File: config.mk
export PLATFORM = sky130hd
export DESIGN_NAME = rc4_keystream_cipher
export DESIGN_NICKNAME = d
export VERILOG_FILES = /design/src/sv/rc4_pkg.sv /design/src/sv/rc4_keystream_cipher.sv
export SDC_FILE = /design/constraint.sdc
export NUM_CORES = 2
export LEC_CHECK = 0
export BUFFER_PORTS_ARGS = -buffer_cell sky130_fd_sc_hd__buf_2
export CORE_MARGIN = 8
export CORE_UTILIZATION = 50
export CTS_CLUSTER_SIZE = 28
export DETAILED_ROUTE_END_ITERATION = 16
export GPL_TIMING_DRIVEN = 0
export HOLD_SLACK_MARGIN = 0.05
export PLACE_DENSITY = 0.77
export SKIP_CTS_REPAIR_TIMING = 1
export SLEW_MARGIN = 40
export SYNTH_ARGS = -nofsm -noshare
export SYNTH_HDL_FRONTEND = slang
export SYNTH_SLANG_ARGS = --single-unit
File: constraint.sdc
create_clock -name clock -period 7.4 [get_ports clock]
set_input_delay 0.74 -clock clock [delete_from_list [all_inputs] [get_ports clock]]
set_output_delay 0.74 -clock clock [all_outputs]
set_load 0.02 [all_outputs]
File: src/sv/rc4_pkg.sv
package rc4_pkg;

   localparam int unsigned BYTE_W          = 8;
   localparam int unsigned PERM_DEPTH      = 256;
   localparam int unsigned PERM_AW         = 8;
   localparam int unsigned KEY_MAX_DEFAULT = 256;

   localparam logic REQ_KEY  = 1'b0;
   localparam logic REQ_DATA = 1'b1;

   typedef enum logic [3:0] {
      ST_IDLE,
      ST_PASS,
      ST_FILL,
      ST_KS_RD,
      ST_KS_J,
      ST_KS_WK,
      ST_KS_WJ,
      ST_PR_J,
      ST_PR_WI,
      ST_PR_WJ
   } rc4_state_type;

endpackage

File: src/sv/rc4_keystream_cipher.sv
// Keyed data byte: taken in idle, then states PR_J, PR_WI and PR_WJ; the result is registered
// in PR_WJ once the output is free. The single read and single write port of the permutation
// memory order the steps (read, read, swap write with keystream read, swap write); no new beat
// is taken until the last byte is through. Data before keying: returned unchanged via ST_PASS.
// Key byte: stored. Last key byte: fill, then KS_RD, KS_J, KS_WK, KS_WJ per entry, then idle.
// Reset clears control state only; permutation and key memories are left as they are.
module rc4_keystream_cipher
   import rc4_pkg::*;
#(
   parameter int unsigned KEY_MAX_BYTES = KEY_MAX_DEFAULT
) (
   input  logic              clock,
   input  logic              reset,
   input  logic              req_tvalid,
   output logic              req_tready,
   input  logic [BYTE_W-1:0] req_tdata,   // byte_value
   input  logic              req_tuser,   // req_type
   input  logic              req_tlast,   // last
   output logic              rsp_tvalid,
   input  logic              rsp_tready,
   output logic [BYTE_W-1:0] rsp_tdata,   // out_byte
   output logic              rsp_tuser    // not_keyed
);

   localparam int unsigned KEY_AW = (KEY_MAX_BYTES > 1) ? $clog2(KEY_MAX_BYTES) : 1;
   localparam int unsigned KCW    = $clog2(KEY_MAX_BYTES + 1);
   localparam logic [KCW-1:0] KEY_MAX = KCW'(KEY_MAX_BYTES);
   localparam logic [PERM_AW-1:0] K_LAST = PERM_AW'(PERM_DEPTH - 1);

   rc4_state_type state_ff, state_in;

   logic [BYTE_W-1:0] perm_mem [PERM_DEPTH];
   logic [BYTE_W-1:0] key_mem  [KEY_MAX_BYTES];

   logic               perm_we, perm_re, key_we, key_re;
   logic [PERM_AW-1:0] perm_wa, perm_ra;
   logic [BYTE_W-1:0]  perm_wd, perm_rd_ff, key_rd_ff;
   logic [KEY_AW-1:0]  key_wa, key_ra;

   logic [KCW-1:0]     key_count_ff, key_count_in;
   logic [KCW-1:0]     key_len_ff, key_len_in;
   logic [KEY_AW-1:0]  kidx_ff, kidx_in;
   logic [PERM_AW-1:0] k_ff, k_in;
   logic [PERM_AW-1:0] idx_i_ff, idx_i_in, idx_j_ff, idx_j_in;
   logic               keyed_ff, keyed_in;
   logic [BYTE_W-1:0]  data_ff, data_in;
   logic [BYTE_W-1:0]  si_ff, si_in, sj_ff, sj_in;
   logic               hit_i_ff, hit_i_in, hit_j_ff, hit_j_in;
   logic               rsp_valid_ff, rsp_valid_in;
   logic [BYTE_W-1:0]  rsp_byte_ff, rsp_byte_in;
   logic               rsp_nk_ff, rsp_nk_in;

   logic               req_take, out_free;
   logic [KCW-1:0]     key_count_next;
   logic [PERM_AW-1:0] j_step, t_addr;
   logic [BYTE_W-1:0]  ks_byte;

   assign req_tready = (state_ff == ST_IDLE);
   assign req_take   = req_tvalid && req_tready;
   assign out_free   = !rsp_valid_ff || rsp_tready;
   assign rsp_tvalid = rsp_valid_ff;
   assign rsp_tdata  = rsp_byte_ff;
   assign rsp_tuser  = rsp_nk_ff;

   assign key_count_next = (key_count_ff < KEY_MAX) ? key_count_ff + 1'b1 : key_count_ff;

   // next state
   always_comb begin
      state_in = state_ff;
      unique case (state_ff)
         ST_IDLE: begin
            if (req_take) begin
               if (req_tuser == REQ_KEY) begin
                  if (req_tlast) state_in = ST_FILL;
               end else begin
                  state_in = keyed_ff ? ST_PR_J : ST_PASS;
               end
            end
         end
         ST_PASS:  if (out_free) state_in = ST_IDLE;
         ST_FILL:  if (k_ff == K_LAST) state_in = ST_KS_RD;
         ST_KS_RD: state_in = ST_KS_J;
         ST_KS_J:  state_in = ST_KS_WK;
         ST_KS_WK: state_in = ST_KS_WJ;
         ST_KS_WJ: state_in = (k_ff == K_LAST) ? ST_IDLE : ST_KS_RD;
         ST_PR_J:  state_in = ST_PR_WI;
         ST_PR_WI: state_in = ST_PR_WJ;
         ST_PR_WJ: if (out_free) state_in = ST_IDLE;
         default:  state_in = ST_IDLE;
      endcase
   end

   // datapath and memory control
   always_comb begin
      perm_we      = 1'b0;
      perm_re      = 1'b0;
      perm_wa      = k_ff;
      perm_ra      = k_ff;
      perm_wd      = perm_rd_ff;
      key_we       = 1'b0;
      key_re       = 1'b0;
      key_wa       = key_count_ff[KEY_AW-1:0];
      key_ra       = kidx_ff;
      key_count_in = key_count_ff;
      key_len_in   = key_len_ff;
      kidx_in      = kidx_ff;
      k_in         = k_ff;
      idx_i_in     = idx_i_ff;
      idx_j_in     = idx_j_ff;
      keyed_in     = keyed_ff;
      data_in      = data_ff;
      si_in        = si_ff;
      sj_in        = sj_ff;
      hit_i_in     = hit_i_ff;
      hit_j_in     = hit_j_ff;
      rsp_valid_in = rsp_valid_ff && !rsp_tready;
      rsp_byte_in  = rsp_byte_ff;
      rsp_nk_in    = rsp_nk_ff;
      j_step       = idx_j_ff + perm_rd_ff;
      t_addr       = si_ff + perm_rd_ff;
      ks_byte      = hit_j_ff ? si_ff : (hit_i_ff ? sj_ff : perm_rd_ff);

      unique case (state_ff)
         ST_IDLE: begin
            if (req_take) begin
               if (req_tuser == REQ_KEY) begin
                  key_we       = (key_count_ff < KEY_MAX);
                  key_count_in = key_count_next;
                  if (req_tlast) begin
                     key_len_in   = key_count_next;
                     key_count_in = '0;
                     k_in         = '0;
                  end
               end else begin
                  data_in = req_tdata;
                  if (keyed_ff) begin
                     perm_re  = 1'b1;
                     perm_ra  = idx_i_ff + 1'b1;
                     idx_i_in = idx_i_ff + 1'b1;
                  end
               end
            end
         end
         ST_PASS: begin
            if (out_free) begin
               rsp_valid_in = 1'b1;
               rsp_byte_in  = data_ff;
               rsp_nk_in    = 1'b1;
            end
         end
         ST_FILL: begin
            perm_we  = 1'b1;
            perm_wd  = k_ff;
            k_in     = k_ff + 1'b1;
            idx_j_in = '0;
            kidx_in  = '0;
         end
         ST_KS_RD: begin
            perm_re = 1'b1;
            key_re  = 1'b1;
         end
         ST_KS_J: begin
            j_step   = idx_j_ff + perm_rd_ff + key_rd_ff;
            idx_j_in = j_step;
            perm_re  = 1'b1;
            perm_ra  = j_step;
            si_in    = perm_rd_ff;
         end
         ST_KS_WK: begin
            perm_we = 1'b1;
         end
         ST_KS_WJ: begin
            perm_we = 1'b1;
            perm_wa = idx_j_ff;
            perm_wd = si_ff;
            k_in    = k_ff + 1'b1;
            kidx_in = ((KCW'(kidx_ff) + 1'b1) == key_len_ff) ? '0 : kidx_ff + 1'b1;
            if (k_ff == K_LAST) begin
               keyed_in = 1'b1;
               idx_i_in = '0;
               idx_j_in = '0;
            end
         end
         ST_PR_J: begin
            si_in    = perm_rd_ff;
            idx_j_in = j_step;
            perm_re  = 1'b1;
            perm_ra  = j_step;
         end
         ST_PR_WI: begin
            perm_we  = 1'b1;
            perm_wa  = idx_i_ff;
            sj_in    = perm_rd_ff;
            perm_re  = 1'b1;
            perm_ra  = t_addr;
            hit_i_in = (t_addr == idx_i_ff);
            hit_j_in = (t_addr == idx_j_ff);
         end
         ST_PR_WJ: begin
            perm_we = 1'b1;
            perm_wa = idx_j_ff;
            perm_wd = si_ff;
            if (out_free) begin
               rsp_valid_in = 1'b1;
               rsp_byte_in  = data_ff ^ ks_byte;
               rsp_nk_in    = 1'b0;
            end
         end
         default: ;
      endcase
   end

   always_ff @(posedge clock) begin
      if (perm_we) perm_mem[perm_wa] <= perm_wd;
      if (perm_re) perm_rd_ff <= perm_mem[perm_ra];
   end

   always_ff @(posedge clock) begin
      if (key_we) key_mem[key_wa] <= req_tdata;
      if (key_re) key_rd_ff <= key_mem[key_ra];
   end

   always_ff @(posedge clock) begin
      if (reset) begin
         state_ff     <= ST_IDLE;
         key_count_ff <= '0;
         idx_i_ff     <= '0;
         idx_j_ff     <= '0;
         keyed_ff     <= 1'b0;
         rsp_valid_ff <= 1'b0;
      end else begin
         state_ff     <= state_in;
         key_count_ff <= key_count_in;
         idx_i_ff     <= idx_i_in;
         idx_j_ff     <= idx_j_in;
         keyed_ff     <= keyed_in;
         rsp_valid_ff <= rsp_valid_in;
      end
   end

   always_ff @(posedge clock) begin
      key_len_ff  <= key_len_in;
      kidx_ff     <= kidx_in;
      k_ff        <= k_in;
      data_ff     <= data_in;
      si_ff       <= si_in;
      sj_ff       <= sj_in;
      hit_i_ff    <= hit_i_in;
      hit_j_ff    <= hit_j_in;
      rsp_byte_ff <= rsp_byte_in;
      rsp_nk_ff   <= rsp_nk_in;
   end

   a_keyed_sticks: assert property (@(posedge clock) disable iff (reset)
      keyed_ff |=> keyed_ff)
      else $error("keyed flag dropped");

   a_count_bound: assert property (@(posedge clock) disable iff (reset)
      key_count_ff <= KEY_MAX)
      else $error("key count beyond key store");

   a_prga_keyed: assert property (@(posedge clock) disable iff (reset)
      (state_ff == ST_PR_J || state_ff == ST_PR_WI || state_ff == ST_PR_WJ) |-> keyed_ff)
      else $error("keystream step without key schedule");

   a_no_idle_write: assert property (@(posedge clock) disable iff (reset)
      (state_ff == ST_IDLE) |-> !perm_we)
      else $error("permutation written while idle");

endmodule

Word level (Yosys, flattened, before mapping). Memories as Yosys holds them, arrays and structs flattened. A register that Yosys moved wholly into a read port is not among the register bits. Index checks and enable logic that the tools add are counted.

Add/subtract/negate cells: 8. Order comparisons: 1. Eq/ne operators: 24. Mux-type cells: 51. Bitwise gates (word level): 2. Reductions and logical operators: 26.

Operator list (number): $mux W8 (15); $pmux W8 S2 (6); $pmux W8 S4 (2); $pmux W4 S9 (1); $add A8 B1 Y8 const B (3); $add A8 B8 Y8 (3); $mux W4 (5); $mux W9 (2); $eq A4 B3 Y1 const B (4); $eq A8 B8 Y1 (2); $mux W1 (16); $reduce_and A4 Y1 (3); $ne A2 B1 Y1 const B (5); $ne A2 B2 Y1 const B (5); $add A8 B1 Y9 const B (1); $add A9 B1 Y9 const B (1); $eq A9 B9 Y1 (1); $lt A9 B9 Y1 const B (1); $reduce_and A3 Y1 (3); $eq A4 B2 Y1 const B (2); $eq A4 B4 Y1 const B (2); $eq A8 B8 Y1 const B (1); $reduce_bool A2 Y1 (4); $reduce_or A2 Y1 (4); other kinds (16) (20).

Flip-flop bits (word level): 91. Bits in writable memories: 4096. Input bits: 14. Memories kept: 2.

Memory list: key_mem (depth 256, width 8, rd ports 1, clocked after Yosys merged registers in 1, write ports 1, line rc4_keystream_cipher.sv:33) `logic [BYTE_W-1:0] key_mem [KEY_MAX_BYTES];`; perm_mem (depth 256, width 8, rd ports 1, clocked after Yosys merged registers in 1, write ports 1, line rc4_keystream_cipher.sv:32) `logic [BYTE_W-1:0] perm_mem [PERM_DEPTH];`.

Longest topological paths before layout.
Word-level depth: 6. Depth in mapped cells: 20.

Worst setup path after synthesis. Ideal clock, no wire load.

Kind: reg-to-reg. Start point: register state_ff[2]. End point: memory perm_mem[0][0] (data pin). Library setup time: 0.822 ns. Arrival time: 4.671 ns. Required time: 6.578 ns. Path slack: 1.908 ns. Stages on the path, launching flop included: 10. Buffers on the path: 3. Clock period less this slack: 5.492 ns. Path through: dfxtp_1 > buf_6 > nor2_1 > and3_1 > clkbuf_1 > inv_2 > nand2_1 > clkbuf_1 > a22oi_1 > nand2_1.

Longest elaborated chain between the ends: 3. Elaborated cells on any way between the ends: 5.

RTL lines: from (decl) (line rc4_keystream_cipher.sv:30) `rc4_state_type state_ff, state_in;`; from (signal assigned) (line rc4_keystream_cipher.sv:232) `state_ff <= state_in;`; $eq A4 B4 Y1 / $eq A4 B3 Y1 (equally long branches) (line rc4_keystream_cipher.sv:123) `unique case (state_ff)`; $reduce_or A2 Y1 (no line); $pmux W8 S2 * (line rc4_keystream_cipher.sv:123); named net perm_wd[0] (line rc4_keystream_cipher.sv:37) `logic [BYTE_W-1:0] perm_wd, perm_rd_ff, key_rd_ff;`; to (decl) (line rc4_keystream_cipher.sv:32).

Mark *: on every way through the listed nets, which the timed path passes. The rest lies on a longest branch.

Worst setup path after layout.
Start point: register perm_rd_ff[0] (read register of perm_mem). End point: register perm_rd_ff[1] (read register of perm_mem) (data pin).

Longest elaborated chain between the ends: 3. Elaborated cells on any way between the ends: 4.

RTL lines: from (decl) (line rc4_keystream_cipher.sv:37); $add A8 B8 Y8 (line rc4_keystream_cipher.sv:119, rc4_keystream_cipher.sv:163); $add A8 B8 Y8 (line rc4_keystream_cipher.sv:163) `j_step = idx_j_ff + perm_rd_ff + key_rd_ff;`; $pmux W8 S4 * (line rc4_keystream_cipher.sv:123).

Mark *: on every way between the ends. The rest lies on a longest branch, timed or not. A chain may end at the register's enable or synchronous reset.

==> impl_results.md <==
* Outcome: finished with violations
* Failing checks: negative setup slack
* Synth Warn # at 0
* CP Cell Sequence: ha_1 > fa_1 > inv_1 > fa_1 > nor3_1 > o21ai_1 > o2111ai_2 > buf_4 > nand2_1 > buf_2 > clkbuf_4 > a21oi_1 > nor4_1 > nor3_1 > a211oi_2 > o311ai_2 > and3_1
* First-pass GRT wire length at 964700 µm
* Fin worst setup slack at -0.4267 ns
* RSZ-0062 raised after global routing: yes
* Peak supply drop at 0.2549 mV
* Die area at 0.3531 mm²
* DR WL met3 at 98350 µm
* Sink Count at 4203
* Filler cell count at 24852
* Die X at 594.2 µm
* Crit-path max cell delay at 0.77 ns
* Via count at 109372
* Pre-CTS setup slack at -0.4092 ns
* Register area share after synthesis at 75.32%
* Critical path type: reg2reg
* Lkg Pwr at 0.06190 µW
* Ys async rst share at 0%
* Syn Std Cell Area at 0.1672 mm²
* Largest net degree at the start of global routing at 111
* Vias in the first global route at 102158
* IO Count at 25
* Hold_sp: req_tdata[3]
* Distinct cells, synth at 100
* Commonest non-fill, non-tap cell in the layout: edfxtp_1
* Core Region at 0.3332 mm²
* Starting density of the core at 50.17%
* CTS H-tree lvls at 5
* Max layer used: met5
* Number of enable flip-flop cells after synthesis at 4172
* Final period utilization at 105.8%
* Finished Layout Cells at 15442
* Initial antenna violation count at 91
* ANT nets after route at 0
* CTS tree: built
* Endpoint, Worst Hold: key_mem[91][3]
* Clock Skew at 0.04857 ns
* Share of cells above drive strength 1 at 20.83%
* Worst slew pin tran at 1.040 ns
* CP max-delay cell: buf_2
* Fmax at 0.1278 GHz
* Die height at 594.2 µm
* Seq cells post-synth at 4203
* Final setup fails at 8
* RD Place Congestion at 1.066
* Crit Reg-Reg Startpoint: perm_rd_ff[0]
* CP Max Fanout at 10
* IO Port Bufs at 24
* Predominant post-synthesis flop cell: edfxtp_1
* Final Cell Area at 0.1920 mm²
* Most frequent cells in the layout: edfxtp_1, nand2_1, a21oi_1
* Max-cap violation count at 0
* Startpoint Class: register
* Vias per cell at 7.083
* Arrival @ worst endpoint at 8.53 ns
* M1 wire length at 236800 µm
* Synth Area per Inst at 16.70 µm²
* Clock root buffer: clkbuf_16
* Pwr/cell area at 362.9 mW/mm²
* Row cnt at 212
* CTS Buf Count at 426
* Mapped Nets at 10055
* Min cycle time layout at 7.827 ns
* Area delta synth->final at 14.87%
* WL/cell at 48.36 µm
* Hold Fails Final Rpt at 0
* Post-Synthesis Cells at 10010
* GRT overflow at 0
* Layout Nets at 10670
* Reg2reg path depth at 17
* Routed WL at 746800 µm
* DP Area at 0.1779 mm²
* Critical R2R Capture: perm_rd_ff[1]
* CTS max path bufs at 4
* Required @ worst endpoint at 8.10 ns
* Max Slew Vio Count at 0
* CP Capture Type: register
* Drt first-iter violations at 20773
* Worst-Skew Late Latency at 1.02 ns
* Flop2flop setup slack at -0.43 ns
* Hold Crit Class: in2reg
* DR pass1 iterations at 9
* Total GRT Usage at 41.11%
* DRC errors left at 0
* Detailed Place HPWL at 512800 µm
* Routed wl met2 at 322800 µm
* Slew margin rel. at 30.65%
* Clock-pin slew on the worst setup and hold paths at 0.06 ns
* Hold Path Cell Cnt at 1
* Placed cells at 14584
## cells by family (layout without fill, tap and decap cells)
logic type | count (synthesis) | in the layout | share of synthesized area (%)
other | 0 | 76 | 0
AOI/OAI and AO/OA | 1760 | 1760 | 6.592
muxes | 1157 | 1157 | 10.10
and+or+nand+nor | 2122 | 2122 | 5.390
adders and majority gates | 31 | 31 | 0.2455
xor gates and xnor gates | 72 | 72 | 0.3772
buffers and inverters | 665 | 1634 | 1.978
DFF | 4203 | 4203 | 75.32
## synth_stat cells (28+ instances only)
master    count  area (µm²)
ha_1         28       350.3
nor2_1      764        2868
xnor2_1      50       437.9
edfxtp_1   4172      125300
a31oi_1      72       450.4
dfxtp_1      31       620.6
nand3_1     156       780.8
mux2i_1     628        6286
a211oi_1     60       450.4
buf_4        58       435.4
a21oi_1     686        3433
a22oi_1     143        1074
o22ai_1     244        1526
clkbuf_1    276        1036
buf_1        69       259.0
nor4_1       45       281.5
mux2_2      117        1318
buf_2       197       986.0
buf_6        38       427.9
o221ai_1    129        1130
and3_1       58       362.9
nor3_1      115       575.6
mux4_2      412        9279
o21ai_0     228        1141
nand2_1     857        3217
## how the worst max path moves through the flow
stage             startpoint          endpoint  slack (ns)  depth (start not counted)
5_1_grt        perm_rd_ff[0]     perm_rd_ff[7]       -0.01                         19
6_report       perm_rd_ff[0]     perm_rd_ff[1]       -0.43                         17
3_3_place_gp     state_ff[1]  perm_mem[128][3]       -3.39                          6
2_1_floorplan    state_ff[2]    perm_mem[0][0]        1.91                          9
4_1_cts        perm_rd_ff[0]     perm_rd_ff[4]       -0.45                         18
3_5_place_dp   perm_rd_ff[0]     perm_rd_ff[4]       -0.41                         18
## metal layers
metal	track usage [%]	up-vias
li1	-	40992
met3	13.15	2720
met4	38.95	26
met1	47.69	55433
met5	0	-
met2	60.34	10201
## per-stage QoR
step	setup TNS (ns)	total power (µW)	hold slack (ns)	util, %
3_5_place_dp	-1.168	47060	0.5219	53.39
3_3_place_gp	-6354.76	46500	0.5237	51.86
6_report	-1.842	69680	0.08042	57.64
5_1_grt	-0.01499	69530	0.06632	57.59
2_1_floorplan	0	36320	0.4770	-
4_1_cts	-1.350	68100	-0.04465	57.49
## power by group
group          switching (µW)  internal (µW)
combinational           15500           4360
sequential               95.8          28100
clock                    9590          12100
total                   25200          44500
## layout make-up
| cell class | instances | area [µm²] | share of cell area, % |
|---|---|---|---|
| diodes | 76 | 190.2 | 0.09904 |
| plain buffers | 639 | 3566 | 1.857 |
| clock buffers | 507 | 11180 | 5.820 |
| clock inverters | 275 | 2476 | 1.290 |
| inverters | 23 | 87.58 | 0.04561 |
| multi-input cells | 5142 | 39630 | 20.64 |
| flip-flops and latches | 4203 | 125900 | 65.57 |
| well taps | 4387 | 5489 | 2.859 |
| repair buffers | 190 | 3501 | 1.823 |
## sequential cells by signal, indices dropped and copies added, names as in the netlist
register,count
sj_ff,8
idx_j_ff,8
si_ff,8
perm_mem,2048
perm_rd_ff,8
key_mem,2048
hit_j_ff,1
key_len_ff,9
keyed_ff,1
key_rd_ff,8
idx_i_ff,8
hit_i_ff,1
rsp_tvalid,1
k_ff,8
data_ff,8
key_count_ff,9
state_ff,4
rsp_tdata,8
rsp_tuser,1
key_ra,8
## critical path: cells and delay by family (launching register included)
family	cells	cell delay [ns]
AND/OR/NAND/NOR	5	2.02
buffers and inverters	4	1.83
adder cells (fa/ha/maj)	3	1.33
flip-flops	1	0.53
AO/OA/AOI/OAI	5	1.73
No activity file was read; power rests on OpenSTA's default activity.
